===== src/hw/rtl/kplc_pkg.sv =====
package kplc_pkg;

    localparam int DEFAULT_PIN_DIGITS = 4;

    localparam int TIMER_W = 16;
    localparam int MODE_W = 2;
    localparam int CFG_ADDR_W = 3;
    localparam int CFG_DATA_W = 32;
    localparam int KEY_W = 8;
    localparam int DIGITS_OUT_W = 3;
    localparam int OUT_TDATA_W = 16;

    localparam logic [MODE_W-1:0] MODE_IDLE    = 2'd0;
    localparam logic [MODE_W-1:0] MODE_INPUT   = 2'd1;
    localparam logic [MODE_W-1:0] MODE_GRANTED = 2'd2;

    localparam logic [CFG_ADDR_W-1:0] CFG_STORED_PIN    = 3'd0;
    localparam logic [CFG_ADDR_W-1:0] CFG_INPUT_TIMEOUT = 3'd1;
    localparam logic [CFG_ADDR_W-1:0] CFG_ACCESS_TIME   = 3'd2;
    localparam logic [CFG_ADDR_W-1:0] CFG_RED_BLINK     = 3'd3;
    localparam logic [CFG_ADDR_W-1:0] CFG_KEY_FLASH     = 3'd4;
    localparam logic [CFG_ADDR_W-1:0] CFG_BUZZER        = 3'd5;

    localparam logic [CFG_DATA_W-1:0] RST_STORED_PIN   = 32'd825373492;
    localparam logic [TIMER_W-1:0]    RST_INPUT_TIMEOUT = 16'd10000;
    localparam logic [TIMER_W-1:0]    RST_ACCESS_TIME   = 16'd3000;
    localparam logic [TIMER_W-1:0]    RST_RED_BLINK     = 16'd500;
    localparam logic [TIMER_W-1:0]    RST_KEY_FLASH     = 16'd100;
    localparam logic [TIMER_W-1:0]    RST_BUZZER        = 16'd300;

    localparam logic [TIMER_W-1:0] TIMER_MAX = {TIMER_W{1'b1}};

    function automatic logic [TIMER_W-1:0] sat_inc(input logic [TIMER_W-1:0] v);
        logic [TIMER_W-1:0] r;
        if (v == TIMER_MAX)
        begin
            r = v;
        end
        else
        begin
            r = v + TIMER_W'(1);
        end
        return r;
    endfunction

endpackage


===== src/hw/rtl/keypad_pin_lock_controller.sv =====
// an input transfer reaches its result through the input register, then the result register
// throughput: one tick item per cycle unless m_axis_tready stalls the output; an empty input
// register takes a new item while a result waits; one result transfer per input transfer, in order
// reset: asynchronous, active low; mode idle, red on, green off, lock closed, counters cleared,
// configuration registers back to their defaults
module keypad_pin_lock_controller
    import kplc_pkg::*;
#(
    parameter int PIN_DIGITS = DEFAULT_PIN_DIGITS
)
(
    input  logic                    clk,
    input  logic                    rst_n,

    input  logic                    s_axis_tvalid,
    output logic                    s_axis_tready,
    input  logic [KEY_W-1:0]        s_axis_tdata,   // key_code
    input  logic [1:0]              s_axis_tuser,   // key_valid, badge_ok

    output logic                    m_axis_tvalid,
    input  logic                    m_axis_tready,
    // mode[1:0], red_led, green_led, buzzer_on, lock_open, wrong_pin, digits_entered[2:0], zero pad
    output logic [OUT_TDATA_W-1:0]  m_axis_tdata,

    input  logic                    cfg_valid,
    output logic                    cfg_ready,
    input  logic [CFG_ADDR_W-1:0]   cfg_addr,
    input  logic [CFG_DATA_W-1:0]   cfg_data
);

    localparam int CNT_W = $clog2(PIN_DIGITS + 1);
    localparam int IDX_W = (PIN_DIGITS > 1) ? $clog2(PIN_DIGITS) : 1;
    localparam logic [CNT_W-1:0] CNT_FULL = CNT_W'(PIN_DIGITS);
    localparam int PAD_W = OUT_TDATA_W - MODE_W - 5 - DIGITS_OUT_W;

    // configuration
    logic [CFG_DATA_W-1:0] stored_pin_reg;
    logic [TIMER_W-1:0]    input_timeout_reg;
    logic [TIMER_W-1:0]    access_time_reg;
    logic [TIMER_W-1:0]    red_blink_reg;
    logic [TIMER_W-1:0]    key_flash_reg;
    logic [TIMER_W-1:0]    buzzer_reg;

    // input register
    logic              in_valid_reg;
    logic              key_valid_reg;
    logic [KEY_W-1:0]  key_code_reg;
    logic              badge_reg;

    // controller state
    logic [MODE_W-1:0]  mode_reg,          mode_next;
    logic [KEY_W-1:0]   pin_digits_reg [PIN_DIGITS];
    logic [CNT_W-1:0]   digit_count_reg,   digit_count_next;
    logic [TIMER_W-1:0] mode_elapsed_reg,  mode_elapsed_next;
    logic [TIMER_W-1:0] blink_elapsed_reg, blink_elapsed_next;
    logic [TIMER_W-1:0] flash_elapsed_reg, flash_elapsed_next;
    logic               flash_active_reg,  flash_active_next;
    logic [TIMER_W-1:0] buzz_elapsed_reg,  buzz_elapsed_next;
    logic               buzz_active_reg,   buzz_active_next;
    logic               red_reg,           red_next;
    logic               green_reg,         green_next;
    logic               lock_reg,          lock_next;
    logic               wrong_reg,         wrong_next;
    logic               out_valid_reg;

    logic              advance;
    logic              pin_wr_en;
    logic [IDX_W-1:0]  pin_wr_idx;
    logic [PIN_DIGITS-1:0] digit_ok;
    logic              pin_ok;
    logic              go;
    logic [MODE_W-1:0] go_target;

    assign advance       = in_valid_reg && (!out_valid_reg || m_axis_tready);
    assign s_axis_tready = !in_valid_reg || advance;
    assign cfg_ready     = 1'b1;

    always_ff @(posedge clk or negedge rst_n)
    begin
        if (!rst_n)
        begin
            stored_pin_reg    <= RST_STORED_PIN;
            input_timeout_reg <= RST_INPUT_TIMEOUT;
            access_time_reg   <= RST_ACCESS_TIME;
            red_blink_reg     <= RST_RED_BLINK;
            key_flash_reg     <= RST_KEY_FLASH;
            buzzer_reg        <= RST_BUZZER;
        end
        else if (cfg_valid)
        begin
            case (cfg_addr)
                CFG_STORED_PIN:    stored_pin_reg    <= cfg_data;
                CFG_INPUT_TIMEOUT: input_timeout_reg <= cfg_data[TIMER_W-1:0];
                CFG_ACCESS_TIME:   access_time_reg   <= cfg_data[TIMER_W-1:0];
                CFG_RED_BLINK:     red_blink_reg     <= cfg_data[TIMER_W-1:0];
                CFG_KEY_FLASH:     key_flash_reg     <= cfg_data[TIMER_W-1:0];
                CFG_BUZZER:        buzzer_reg        <= cfg_data[TIMER_W-1:0];
                default:
                begin
                end
            endcase
        end
    end

    always_ff @(posedge clk or negedge rst_n)
    begin
        if (!rst_n)
        begin
            in_valid_reg <= 1'b0;
        end
        else if (s_axis_tready)
        begin
            in_valid_reg <= s_axis_tvalid;
        end
    end

    always_ff @(posedge clk)
    begin
        if (s_axis_tvalid && s_axis_tready)
        begin
            key_valid_reg <= s_axis_tuser[0];
            badge_reg     <= s_axis_tuser[1];
            key_code_reg  <= s_axis_tdata;
        end
    end

    // pin compare: earlier digits from storage, the last one straight from the key
    genvar g;
    generate
        for (g = 0; g < PIN_DIGITS; g++)
        begin : g_digit
            localparam int POS = PIN_DIGITS - 1 - g;
            logic [KEY_W-1:0] want;
            if (POS < 4)
            begin : g_byte
                assign want = stored_pin_reg[KEY_W*POS +: KEY_W];
            end
            else
            begin : g_zero
                assign want = '0;
            end
            if (g == PIN_DIGITS - 1)
            begin : g_last
                assign digit_ok[g] = (key_code_reg == want);
            end
            else
            begin : g_prev
                assign digit_ok[g] = (pin_digits_reg[g] == want);
            end
        end
    endgenerate

    assign pin_ok = &digit_ok;

    always_comb
    begin
        mode_next          = mode_reg;
        digit_count_next   = digit_count_reg;
        mode_elapsed_next  = sat_inc(mode_elapsed_reg);
        blink_elapsed_next = sat_inc(blink_elapsed_reg);
        flash_elapsed_next = sat_inc(flash_elapsed_reg);
        buzz_elapsed_next  = sat_inc(buzz_elapsed_reg);
        flash_active_next  = flash_active_reg;
        buzz_active_next   = buzz_active_reg;
        red_next           = red_reg;
        green_next         = green_reg;
        lock_next          = lock_reg;
        wrong_next         = 1'b0;
        pin_wr_en          = 1'b0;
        pin_wr_idx         = digit_count_reg[IDX_W-1:0];
        go                 = 1'b0;
        go_target          = MODE_IDLE;

        case (mode_reg)
            MODE_IDLE:
            begin
                go = 1'b1;
                if (badge_reg)
                begin
                    go_target = MODE_GRANTED;
                end
                else
                begin
                    if (buzz_active_reg && buzz_elapsed_next >= buzzer_reg)
                    begin
                        buzz_active_next = 1'b0;
                    end
                    go_target = MODE_INPUT;
                end
            end
            MODE_INPUT:
            begin
                if (badge_reg)
                begin
                    go        = 1'b1;
                    go_target = MODE_GRANTED;
                end
                else
                begin
                    if (buzz_active_reg && buzz_elapsed_next >= buzzer_reg)
                    begin
                        buzz_active_next = 1'b0;
                    end
                    if (flash_active_reg)
                    begin
                        if (flash_elapsed_next >= key_flash_reg)
                        begin
                            green_next         = 1'b0;
                            flash_active_next  = 1'b0;
                            blink_elapsed_next = '0;
                        end
                    end
                    else if (blink_elapsed_next >= red_blink_reg)
                    begin
                        red_next           = !red_reg;
                        blink_elapsed_next = '0;
                    end
                    if (mode_elapsed_next >= input_timeout_reg)
                    begin
                        go        = 1'b1;
                        go_target = MODE_IDLE;
                    end
                    else if (key_valid_reg)
                    begin
                        red_next           = 1'b1;
                        green_next         = 1'b1;
                        flash_elapsed_next = '0;
                        flash_active_next  = 1'b1;
                        if (digit_count_reg < CNT_FULL)
                        begin
                            pin_wr_en        = 1'b1;
                            digit_count_next = digit_count_reg + CNT_W'(1);
                        end
                        if (digit_count_next == CNT_FULL)
                        begin
                            go = 1'b1;
                            if (pin_ok)
                            begin
                                go_target = MODE_GRANTED;
                            end
                            else
                            begin
                                wrong_next        = 1'b1;
                                buzz_elapsed_next = '0;
                                buzz_active_next  = 1'b1;
                                go_target         = MODE_IDLE;
                            end
                        end
                    end
                end
            end
            MODE_GRANTED:
            begin
                if (mode_elapsed_next >= access_time_reg)
                begin
                    go        = 1'b1;
                    go_target = MODE_IDLE;
                end
            end
            default:
            begin
            end
        endcase

        // mode entry
        if (go)
        begin
            mode_next         = go_target;
            mode_elapsed_next = '0;
            flash_active_next = 1'b0;
            case (go_target)
                MODE_IDLE:
                begin
                    digit_count_next = '0;
                    red_next         = 1'b1;
                    green_next       = 1'b0;
                    lock_next        = 1'b0;
                end
                MODE_INPUT:
                begin
                    blink_elapsed_next = '0;
                    red_next           = 1'b1;
                    green_next         = 1'b0;
                end
                MODE_GRANTED:
                begin
                    buzz_active_next = 1'b0;
                    red_next         = 1'b0;
                    green_next       = 1'b1;
                    lock_next        = 1'b1;
                end
                default:
                begin
                end
            endcase
        end
    end

    always_ff @(posedge clk or negedge rst_n)
    begin
        if (!rst_n)
        begin
            mode_reg          <= MODE_IDLE;
            digit_count_reg   <= '0;
            mode_elapsed_reg  <= '0;
            blink_elapsed_reg <= '0;
            flash_elapsed_reg <= '0;
            flash_active_reg  <= 1'b0;
            buzz_elapsed_reg  <= '0;
            buzz_active_reg   <= 1'b0;
            red_reg           <= 1'b1;
            green_reg         <= 1'b0;
            lock_reg          <= 1'b0;
            wrong_reg         <= 1'b0;
        end
        else if (advance)
        begin
            mode_reg          <= mode_next;
            digit_count_reg   <= digit_count_next;
            mode_elapsed_reg  <= mode_elapsed_next;
            blink_elapsed_reg <= blink_elapsed_next;
            flash_elapsed_reg <= flash_elapsed_next;
            flash_active_reg  <= flash_active_next;
            buzz_elapsed_reg  <= buzz_elapsed_next;
            buzz_active_reg   <= buzz_active_next;
            red_reg           <= red_next;
            green_reg         <= green_next;
            lock_reg          <= lock_next;
            wrong_reg         <= wrong_next;
        end
    end

    always_ff @(posedge clk)
    begin
        if (advance && pin_wr_en)
        begin
            pin_digits_reg[pin_wr_idx] <= key_code_reg;
        end
    end

    always_ff @(posedge clk or negedge rst_n)
    begin
        if (!rst_n)
        begin
            out_valid_reg <= 1'b0;
        end
        else if (advance)
        begin
            out_valid_reg <= 1'b1;
        end
        else if (m_axis_tready)
        begin
            out_valid_reg <= 1'b0;
        end
    end

    assign m_axis_tvalid = out_valid_reg;
    assign m_axis_tdata  = {
        {PAD_W{1'b0}},
        DIGITS_OUT_W'(digit_count_reg),
        wrong_reg,
        lock_reg,
        buzz_active_reg,
        green_reg,
        red_reg,
        mode_reg
    };

    // checks
    a_lock_follows_mode: assert property (@(posedge clk) disable iff (!rst_n)
        lock_reg == (mode_reg == MODE_GRANTED))
        else $error("lock state disagrees with mode");

    a_wrong_goes_idle: assert property (@(posedge clk) disable iff (!rst_n)
        wrong_reg |-> (mode_reg == MODE_IDLE) && buzz_active_reg && (digit_count_reg == '0))
        else $error("wrong pin without idle mode and buzzer");

    a_count_bound: assert property (@(posedge clk) disable iff (!rst_n)
        digit_count_reg <= CNT_FULL)
        else $error("digit count beyond pin length");

    a_result_after_advance: assert property (@(posedge clk) disable iff (!rst_n)
        advance |=> out_valid_reg)
        else $error("processed item produced no result");

endmodule

===== config.mk =====
export PLATFORM = sky130hd
export DESIGN_NAME = keypad_pin_lock_controller
export DESIGN_NICKNAME = d
export VERILOG_FILES = /design/src/hw/rtl/kplc_pkg.sv /design/src/hw/rtl/keypad_pin_lock_controller.sv
export SDC_FILE = /design/constraint.sdc
export NUM_CORES = 1
export LEC_CHECK = 0
export BUFFER_PORTS_ARGS = -buffer_cell sky130_fd_sc_hd__buf_2
export CAP_MARGIN = 20
export CORE_MARGIN = 1
export CORE_UTILIZATION = 35
export CTS_CLUSTER_SIZE = 20
export DETAILED_ROUTE_END_ITERATION = 8
export GPL_ROUTABILITY_DRIVEN = 0
export PLACE_DENSITY = 0.6
export SYNTH_ARGS = -nofsm -noshare
export SYNTH_HDL_FRONTEND = slang
export SYNTH_SLANG_ARGS = --single-unit

===== constraint.sdc =====
create_clock -name clk -period 5.9 [get_ports clk]
set_clock_uncertainty 0.1 [all_clocks]
set_input_delay 0.295 -clock clk [delete_from_list [all_inputs] [get_ports clk]]
set_output_delay 0.295 -clock clk [all_outputs]
set_load 0.02 [all_outputs]

* Word level (Yosys, flattened, before mapping)
Memory sizes are Yosys's and may differ from the RTL's. Index checks and enable logic that the tools add are counted.
Operators by class: add/subtract/negate cells 5, $mul 0, divide/modulo/power cells 0, $lt $le $gt $ge 6, equality and inequality tests 19, shift operators 0, muxes and demuxes 95, bitwise gates (word level) 0, reduce and logical (&&, ||, !) cells 26
Operators with widths (number):
- $mux W16 | 22
- $ge A16 B16 Y1 | 5
- $add A16 B1 Y16 const B | 4
- $eq A16 B16 Y1 const B | 4
- $mux W1 | 50
- $mux W3 | 11
- $eq A8 B8 Y1 | 4
- $reduce_and A2 Y1 | 7
- $mux W2 | 6
- $eq A3 B3 Y1 const B | 3
- $pmux W1 S2 | 4
- $eq A3 B2 Y1 const B | 2
- $reduce_and A3 Y1 | 2
- $reduce_bool A2 Y1 | 3
- $eq A2 B1 Y1 const B | 2
- $eq A2 B2 Y1 const B | 2
- $logic_and A1 B1 Y1 | 4
- $logic_not A2 Y1 | 2
- $pmux W2 S2 | 1
- $reduce_and A4 Y1 | 1
- $add A3 B1 Y3 const B | 1
- $eq A3 B1 Y1 const B | 1
- $logic_not A1 Y1 | 3
- $logic_not A3 Y1 | 1
- other kinds (5) | 6
Storage, ports and cells: bits in registers 199, latch bits 0, memory bits (writable) 32, memory bits (read-only) 0, bits of input ports 50, output and inout port bits 19, logic and storage cells 175, memories 1
Memories:
- pin_digits_reg | depth 4, bits a word 8, read ports 3, clocked after Yosys merged registers in 0, write ports 1, RTL line keypad_pin_lock_controller.sv:52 | logic [KEY_W-1:0] pin_digits_reg [PIN_DIGITS];

* Longest topological paths before layout
Gate-level depths: netlist of run 1.
word-level depth 16, gate-level depth with buffers 17, mapped depth without buffers 16

* Worst setup path after synthesis of run 1
No wires, ideal clock.
path kind reg-to-reg, from reg mode_elapsed_reg[0], to mem pin_digits_reg[0][0], enable pin, setup time 0.332 ns, arrival 3.596 ns, required time 5.468 ns, path slack 1.873 ns, stages on the path, launching flop included 15, path buffers 1, clock period less this slack 4.027 ns, path through dfrtp_1 ha_1 and2_1 nand4_1 or3_1 clkbuf_1 nand3_1 xnor2_1 ha_1 a21o_1 a221oi_2 o221ai_2 a21o_1 nor4_1 and2_1
On the way: word-level cells in the longest chain between the ends 9
RTL lines:
- start: declaration | RTL line keypad_pin_lock_controller.sv:54 | logic [TIMER_W-1:0] mode_elapsed_reg, mode_elapsed_next;
- start signal: assignment | RTL line keypad_pin_lock_controller.sv:320 | mode_elapsed_reg <= mode_elapsed_next;
- $add A16 B1 Y16 or $eq A16 B16 Y1 (tied branches) | RTL line kplc_pkg.sv:41, kplc_pkg.sv:35
- $mux W16 * | RTL line kplc_pkg.sv:35 | if (v == TIMER_MAX)
- $ge A16 B16 Y1 * | RTL line keypad_pin_lock_controller.sv:218 | if (mode_elapsed_next >= input_timeout_reg)
- $mux W1 * | RTL line keypad_pin_lock_controller.sv:218
- $mux W1 * | RTL line keypad_pin_lock_controller.sv:193 | if (badge_reg)
- $mux W1 * | RTL line keypad_pin_lock_controller.sv:174 | case (mode_reg)
- $logic_and A1 B1 Y1 * | RTL line keypad_pin_lock_controller.sv:335 | if (advance && pin_wr_en)
- $mux W1 * | RTL line keypad_pin_lock_controller.sv:335
- $mux W1 (implied by the code) * | RTL line keypad_pin_lock_controller.sv:337 | pin_digits_reg[pin_wr_idx] <= key_code_reg;
- end: declaration | RTL line keypad_pin_lock_controller.sv:52
Mark *: on every way between the ends. The rest lies on a longest branch, timed or not.

* Worst setup path in the final report of run 1
from reg mode_elapsed_reg[0], to mem pin_digits_reg[1][7], enable pin
Same word-level chain as after synthesis.

==> metrics, run 1 <==
crit start category register; Avg Vias per Cell 5.052; largest net degree at the start of global routing 69; most common cell after layout, fill and taps aside dfrtp_1; GR Overflow Total 0; GRT Total Usage 17.54%; Max stage delay on crit path 700 ps; Yosys reg bits 223; Avg WL per Cell 17.27 µm; CTS buffer count 27; WP data required 6000 ps; first drt pass iteration count 7; slack of the critical path 899.5 ps; internal power 3.486 mW; path type of the worst setup path reg -> reg; num ports 69; Final HPWL DP 21,600 µm; CP max stage cell nor4_1; first-pass GRT wire length 49,760 µm; commonest non-fill, non-tap cells in the layout 150 x dfrtp_1, 149 x nand2_1, 94 x inv_1, 93 x o21ai_0, 88 x ha_1; max-cap violation count 0; Slew headroom 38.79%; max-slew violations 0; port buffer count 61; vias in the first global route 8,917; area grow syn2layout 16.46%; layout cells sized above 1 18.52%; initial antenna violation count 1; Switching Fraction 31.26%; H-Tree Depth 1; max FFs per register 32; power after layout 5.071 mW; crit-path leading delay family simple AND/OR/NAND/NOR gates; PwrDens 349.4 mW/mm²; ys async rst share 84.75%; Least-Margin Pin Slew 913.3 ps; total die area 0.03636 mm²; Finish-stage setup viols 0; Clock Tree Buf Depth 3; Initial DRC Count 653; Hold Path Class in -> reg; Ys Warns 0; Final nets 1,456; Synth Instances 1,230; Syn Area/Cell 10.13 µm²; clk_lat worst skew 550 ps; Critical Path AT 5100 ps; CTS clock-pin slew for the worst setup and hold paths 60 ps; TritonCTS clock tree built; Final ANT Viol Nets 0; Detailed Route WL 31,000 µm; RSZ-0062 raised after global routing false; post-synthesis cell type count 76; crit path capture type register; TNS Setup 0 ps; crit share post-route 84.75%; DR vias 9,069; mapped cell area 0.01246 mm²; Sw Pwr 1.585 mW; Initial Utilization 35.81%; Final min period 5001 ps; Worst Path Buf+Inv 0; FP Rows 68; DRC viols 0; final hold violations 0; Max FO, Critical Path 11; cell count after placement 1,708; Max Freq 0.2000 GHz; worst slack at placement 919.1 ps; CTS Root Cell clkbuf_16; Die X 190.7 µm; P_leak 6.476 nW; logic gate share of total power 24.1%; maximum VDD drop 0.2246 mV; post-synthesis sequential area ratio 46.54%; DIE HEIGHT 190.7 µm; Post-Layout Cell Count 1,795; CTS sink cnt 223; most common flop cell mapped by yosys dfrtp_1; Clock power frac 34.4%; status finished clean; Core Footprint 0.03480 mm²; cells along the critical path ha_1 > and2_1 > nand4_1 > or3_1 > and3_1 > nand3_1 > xnor2_1 > ha_1 > and3_1 > a221oi_2 > o221ai_2 > a21o_1 > nor4_1 > and2_1; Post-synth EDFFs 34; Sequential Power Share 41.4%
==> tightest hold or removal path, delay by kind of cell <==
kind | cells | cell delay (ps)
buffers and inverters | 1 | 200
and+or+nand+nor | 1 | 80
AOI/OAI and AO/OA | 1 | 70
==> stage by stage <==
stage	hold WS (ps)	area [µm²]	utilization, %
finish	16.70	14510	41.70
global route	23.14	14510	41.69
CTS	2.425	14510	41.69
detailed placement	237.4	13220	37.98
global placement	237.9	13220	37.98
floorplan	-100.6	12480	-
==> cell families (layout without fill, tap and decap cells) <==
group,Yosys count,after routing,share of synthesized area (%)
xor gates and xnor gates,81,81,5.693
and+or+nand+nor,381,381,15.27
buffers and inverters,148,252,5.031
DFF,223,223,46.54
other,2,8,0.06027
AOI/OAI and AO/OA,233,233,11.90
adders and majority gates,88,88,8.836
muxes,74,74,6.667
==> repair_timing <==
action / 4_1_cts / 5_1_grt
buffers inserted: 0 / 0
resized for setup: 0 / 0
hold buffers: 36 / 0
endpoints found under the hold margin: 87 / 0
==> routing by layer <==
metal | up-vias | track usage (%) | share of wire [%]
met2 | 162 | 29.06 | 48
li1 | 4479 | - | -
met4 | 0 | 5.046 | 2.5
met1 | 4378 | 23.85 | 46
met5 | - | 0 | 0
met3 | 50 | 2.264 | 3.4
==> power groups by stage <==
stage	Clock, mW	Combinational, mW	Sequential, mW
floorplan	0	0.905	2.06
global placement	0	1.18	2.12
detailed placement	0	1.21	2.13
CTS	1.79	1.24	2.10
global route	1.85	1.41	2.14
finish	1.75	1.22	2.10
==> final timing paths <==
path                                                       from  slack [ps]  cells after the start                                 to
worst max register to register  mode_elapsed_reg[0]$_DFFE_PN0P_         900                     14     pin_digits_reg[1][7]$_DFFE_PP_
min in group asynchronous                                 rst_n         230                      2   blink_elapsed_reg[0]$_DFFE_PN0P_
worst min register to register            wrong_reg$_DFFE_PN0P_         380                      2              wrong_reg$_DFFE_PN0P_
max in group asynchronous                                 rst_n        4200                      3   mode_elapsed_reg[14]$_DFFE_PN0P_
worst min-delay path                               cfg_data[13]          20                      3  input_timeout_reg[13]$_DFFE_PN1P_
worst max-delay path            mode_elapsed_reg[0]$_DFFE_PN0P_         900                     14     pin_digits_reg[1][7]$_DFFE_PP_
==> cells in the mapped netlist (all sizes together), types with 19 or more instances <==
master    n  area (µm²)
nand4    28       205.2
and3     19       121.4
a22o     26       227.7
ha       88        1101
edfxtp   34        1021
buf      22       152.6
a21oi    47       246.5
nand3    40       200.2
dfrtp   150        3754
xnor2    63       551.8
mux2     72       810.8
clkbuf   32       121.4
inv      94       352.8
dfstp    39        1025
nor2     63       239.0
nand2   150       563.0
o21ai    95       475.5
==> cell type report <==
class / count / area (µm²)
Timing Repair Buffer: 108 / 757.0
Antenna cell: 1 / 2.502
Clock buffer: 37 / 763.2
Sequential cell: 223 / 5799
Tap cell: 455 / 569.3
Multi-Input combinational cell: 864 / 6097
Inverter: 94 / 352.8
Clock inverter: 13 / 170.2
Fill cell: 3315 / 20290
Power figures use the tool's default switching activity.
==> run 2, diff against run 1 <==
--- a/config.mk
+++ b/config.mk
@@ -12,7 +12,7 @@
 export CTS_CLUSTER_SIZE = 20
 export DETAILED_ROUTE_END_ITERATION = 8
 export GPL_ROUTABILITY_DRIVEN = 0
-export PLACE_DENSITY = 0.6
+export PLACE_DENSITY = 0.61
 export SYNTH_ARGS = -nofsm -noshare
 export SYNTH_HDL_FRONTEND = slang
 export SYNTH_SLANG_ARGS = --single-unit
==> constraint.sdc (replaced) <==
create_clock -name clk -period 4.34 [get_ports clk]
set_clock_uncertainty 0.1 [all_clocks]
set_input_delay 0.217 -clock clk [delete_from_list [all_inputs] [get_ports clk]]
set_output_delay 0.217 -clock clk [all_outputs]
set_load 0.02 [all_outputs]
==> metrics, run 2 (synthesized netlist as in run 1, its figures left out) <==
H-Tree Depth 1; P_leak 6.550 nW; internal power 4.641 mW; setup bufs post-CTS 0; cell count after placement 1,720; Avg Vias per Cell 5.070; crit share post-route 94.05%; WP data required 4630 ps; Final ANT Viol Nets 0; cells along the critical path and4_1 > nand4_1 > o21ai_0 > nor2_1 > xor2_1 > ha_1 > nand4_1 > or4_1 > or4_1 > nand4_1 > o31ai_1 > a21oi_4 > buf_12 > a311oi_1; Final HPWL DP 22,170 µm; TritonCTS clock tree built; largest net degree at the start of global routing 85; CP max stage cell or4_1; Die X 190.7 µm; Sw Pwr 2.162 mW; area of placed instances 0.01332 mm²; Core Footprint 0.03480 mm²; Sequential Power Share 42.1%; DIE HEIGHT 190.7 µm; CTS Root Cell clkbuf_16; Initial Utilization 35.81%; CTS buffer count 26; CTS clock-pin slew for the worst setup and hold paths 60 ps; Hold WS 59.50 ps; commonest non-fill, non-tap cells in the layout 150 x dfrtp_1, 149 x nand2_1, 94 x inv_1, 93 x o21ai_0, 87 x ha_1; Max Freq 0.2450 GHz; Clock Tree Buf Depth 3; path type of the worst setup path reg -> reg; Switching Fraction 31.78%; TNS Setup 0 ps; Critical Path AT 4370 ps; Crit path top cell by count nand4_1; Post-Layout Cell Count 1,813; Least-Margin Pin Slew 958.3 ps; Slew headroom 35.78%; Avg WL per Cell 17.10 µm; crit start category register; vias in the first global route 9,195; num ports 69; first-pass GRT wire length 49,450 µm; area grow syn2layout 17.74%; GR Overflow Total 0; maximum VDD drop 0.3087 mV; Worst Path Buf+Inv 1; power after layout 6.803 mW; GRT Total Usage 17.38%; Max FO, Critical Path 16; Clock power frac 32.1%; status finished clean; total die area 0.03636 mm²; Hold Path Class in -> reg; DR vias 9,192; port buffer count 61; DRC viols 0; clk_lat worst skew 530 ps; Initial DRC Count 634; initial antenna violation count 0; max-cap violation count 0; post-route cell area 0.01467 mm²; crit-path leading delay family simple AND/OR/NAND/NOR gates; PwrDens 463.7 mW/mm²; max FFs per register 32; layout cells sized above 1 19.59%; CTS sink cnt 223; Finish-stage setup viols 0; most common cell after layout, fill and taps aside dfrtp_1; n_diodes 0; logic gate share of total power 25.9%; Final min period 4082 ps; RSZ-0062 raised after global routing true; max-slew violations 0; FP Rows 68; first drt pass iteration count 5; Max stage delay on crit path 520 ps; crit path capture type register; final hold violations 0; Final nets 1,476; Detailed Route WL 31,000 µm; Filler Cells Inserted 3,279
[run 2: cell count changes in the layout (fill, tap and decap cells not counted), moves of 3 or more]
cell           before  now
buf_4              11   21
dlygate4sd3_1      36   45
and2_1             13    8
and2_4              0    3
[run 2: worst paths after layout]
kind / slack, ps / start / depth (start not counted) / endpoint
max: 260 / flash_elapsed_reg[4]$_DFFE_PN0P_ / 14 / blink_elapsed_reg[13]$_DFFE_PN0P_
min: 60 / cfg_addr[1] / 4 / input_timeout_reg[9]$_DFFE_PN1P_
max reg2reg: 260 / flash_elapsed_reg[4]$_DFFE_PN0P_ / 14 / blink_elapsed_reg[13]$_DFFE_PN0P_
min reg2reg: 400 / buzzer_reg[4]$_DFFE_PN0P_ / 1 / buzzer_reg[4]$_DFFE_PN0P_
max in group asynchronous: 2890 / rst_n / 3 / input_timeout_reg[8]$_DFFE_PN1P_
min in group asynchronous: 220 / rst_n / 2 / blink_elapsed_reg[3]$_DFFE_PN0P_
[run 2: worst min-delay path: stages]
cell and delay (ps):
buf_2 170, nor4bb_4 130, nand2_1 80, o21ai_0 70
[run 2: final cells by class]
cell class | count | area, µm² | area share, %
Tap cell | 455 | 569.3 | 3.880
Timing Repair Buffer | 129 | 953.4 | 6.498
Inverter | 94 | 352.8 | 2.405
Multi-Input combinational cell | 864 | 6137 | 41.83
Sequential cell | 223 | 5799 | 39.53
Clock inverter | 12 | 110.1 | 0.7505
Clock buffer | 36 | 749.5 | 5.108
[run 2: metal layers]
layer,vias up,track usage [%],routed length [µm]
li1,4521,-,-
met1,4445,22.75,14010
met2,177,29.12,14790
met3,49,2.705,1363
met4,0,5.846,834
met5,-,0,0
[run 2: through the flow]
| step | utilization [%] | setup WS [ps] |
|---|---|---|
| 2_1_floorplan | - | 312.6 |
| 3_3_place_gp | 38.27 | 165.6 |
| 3_5_place_dp | 38.27 | 91.27 |
| 4_1_cts | 42.04 | 69.29 |
| 5_1_grt | 42.16 | -24.44 |
| 6_report | 42.16 | 258.1 |
[run 2: power by group through the flow]
| stage | Combinational, mW | Clock [mW] | Sequential (mW) |
|---|---|---|---|
| after floorplan | 1.23 | 0 | 2.81 |
| after global placement | 1.66 | 0 | 2.87 |
| after detailed placement | 1.72 | 0 | 2.88 |
| after CTS | 1.76 | 2.24 | 2.85 |
| after global routing | 2.01 | 2.33 | 2.91 |
| final | 1.76 | 2.18 | 2.86 |
[run 2: timing repair]
| action | 4_1_cts | 5_1_grt |
|---|---|---|
| hold endpoints to repair | 143 | 0 |
| gates resized for setup | 0 | 14 |
| hold buffers | 45 | 0 |
| setup endpoints to repair | 0 | 74 |
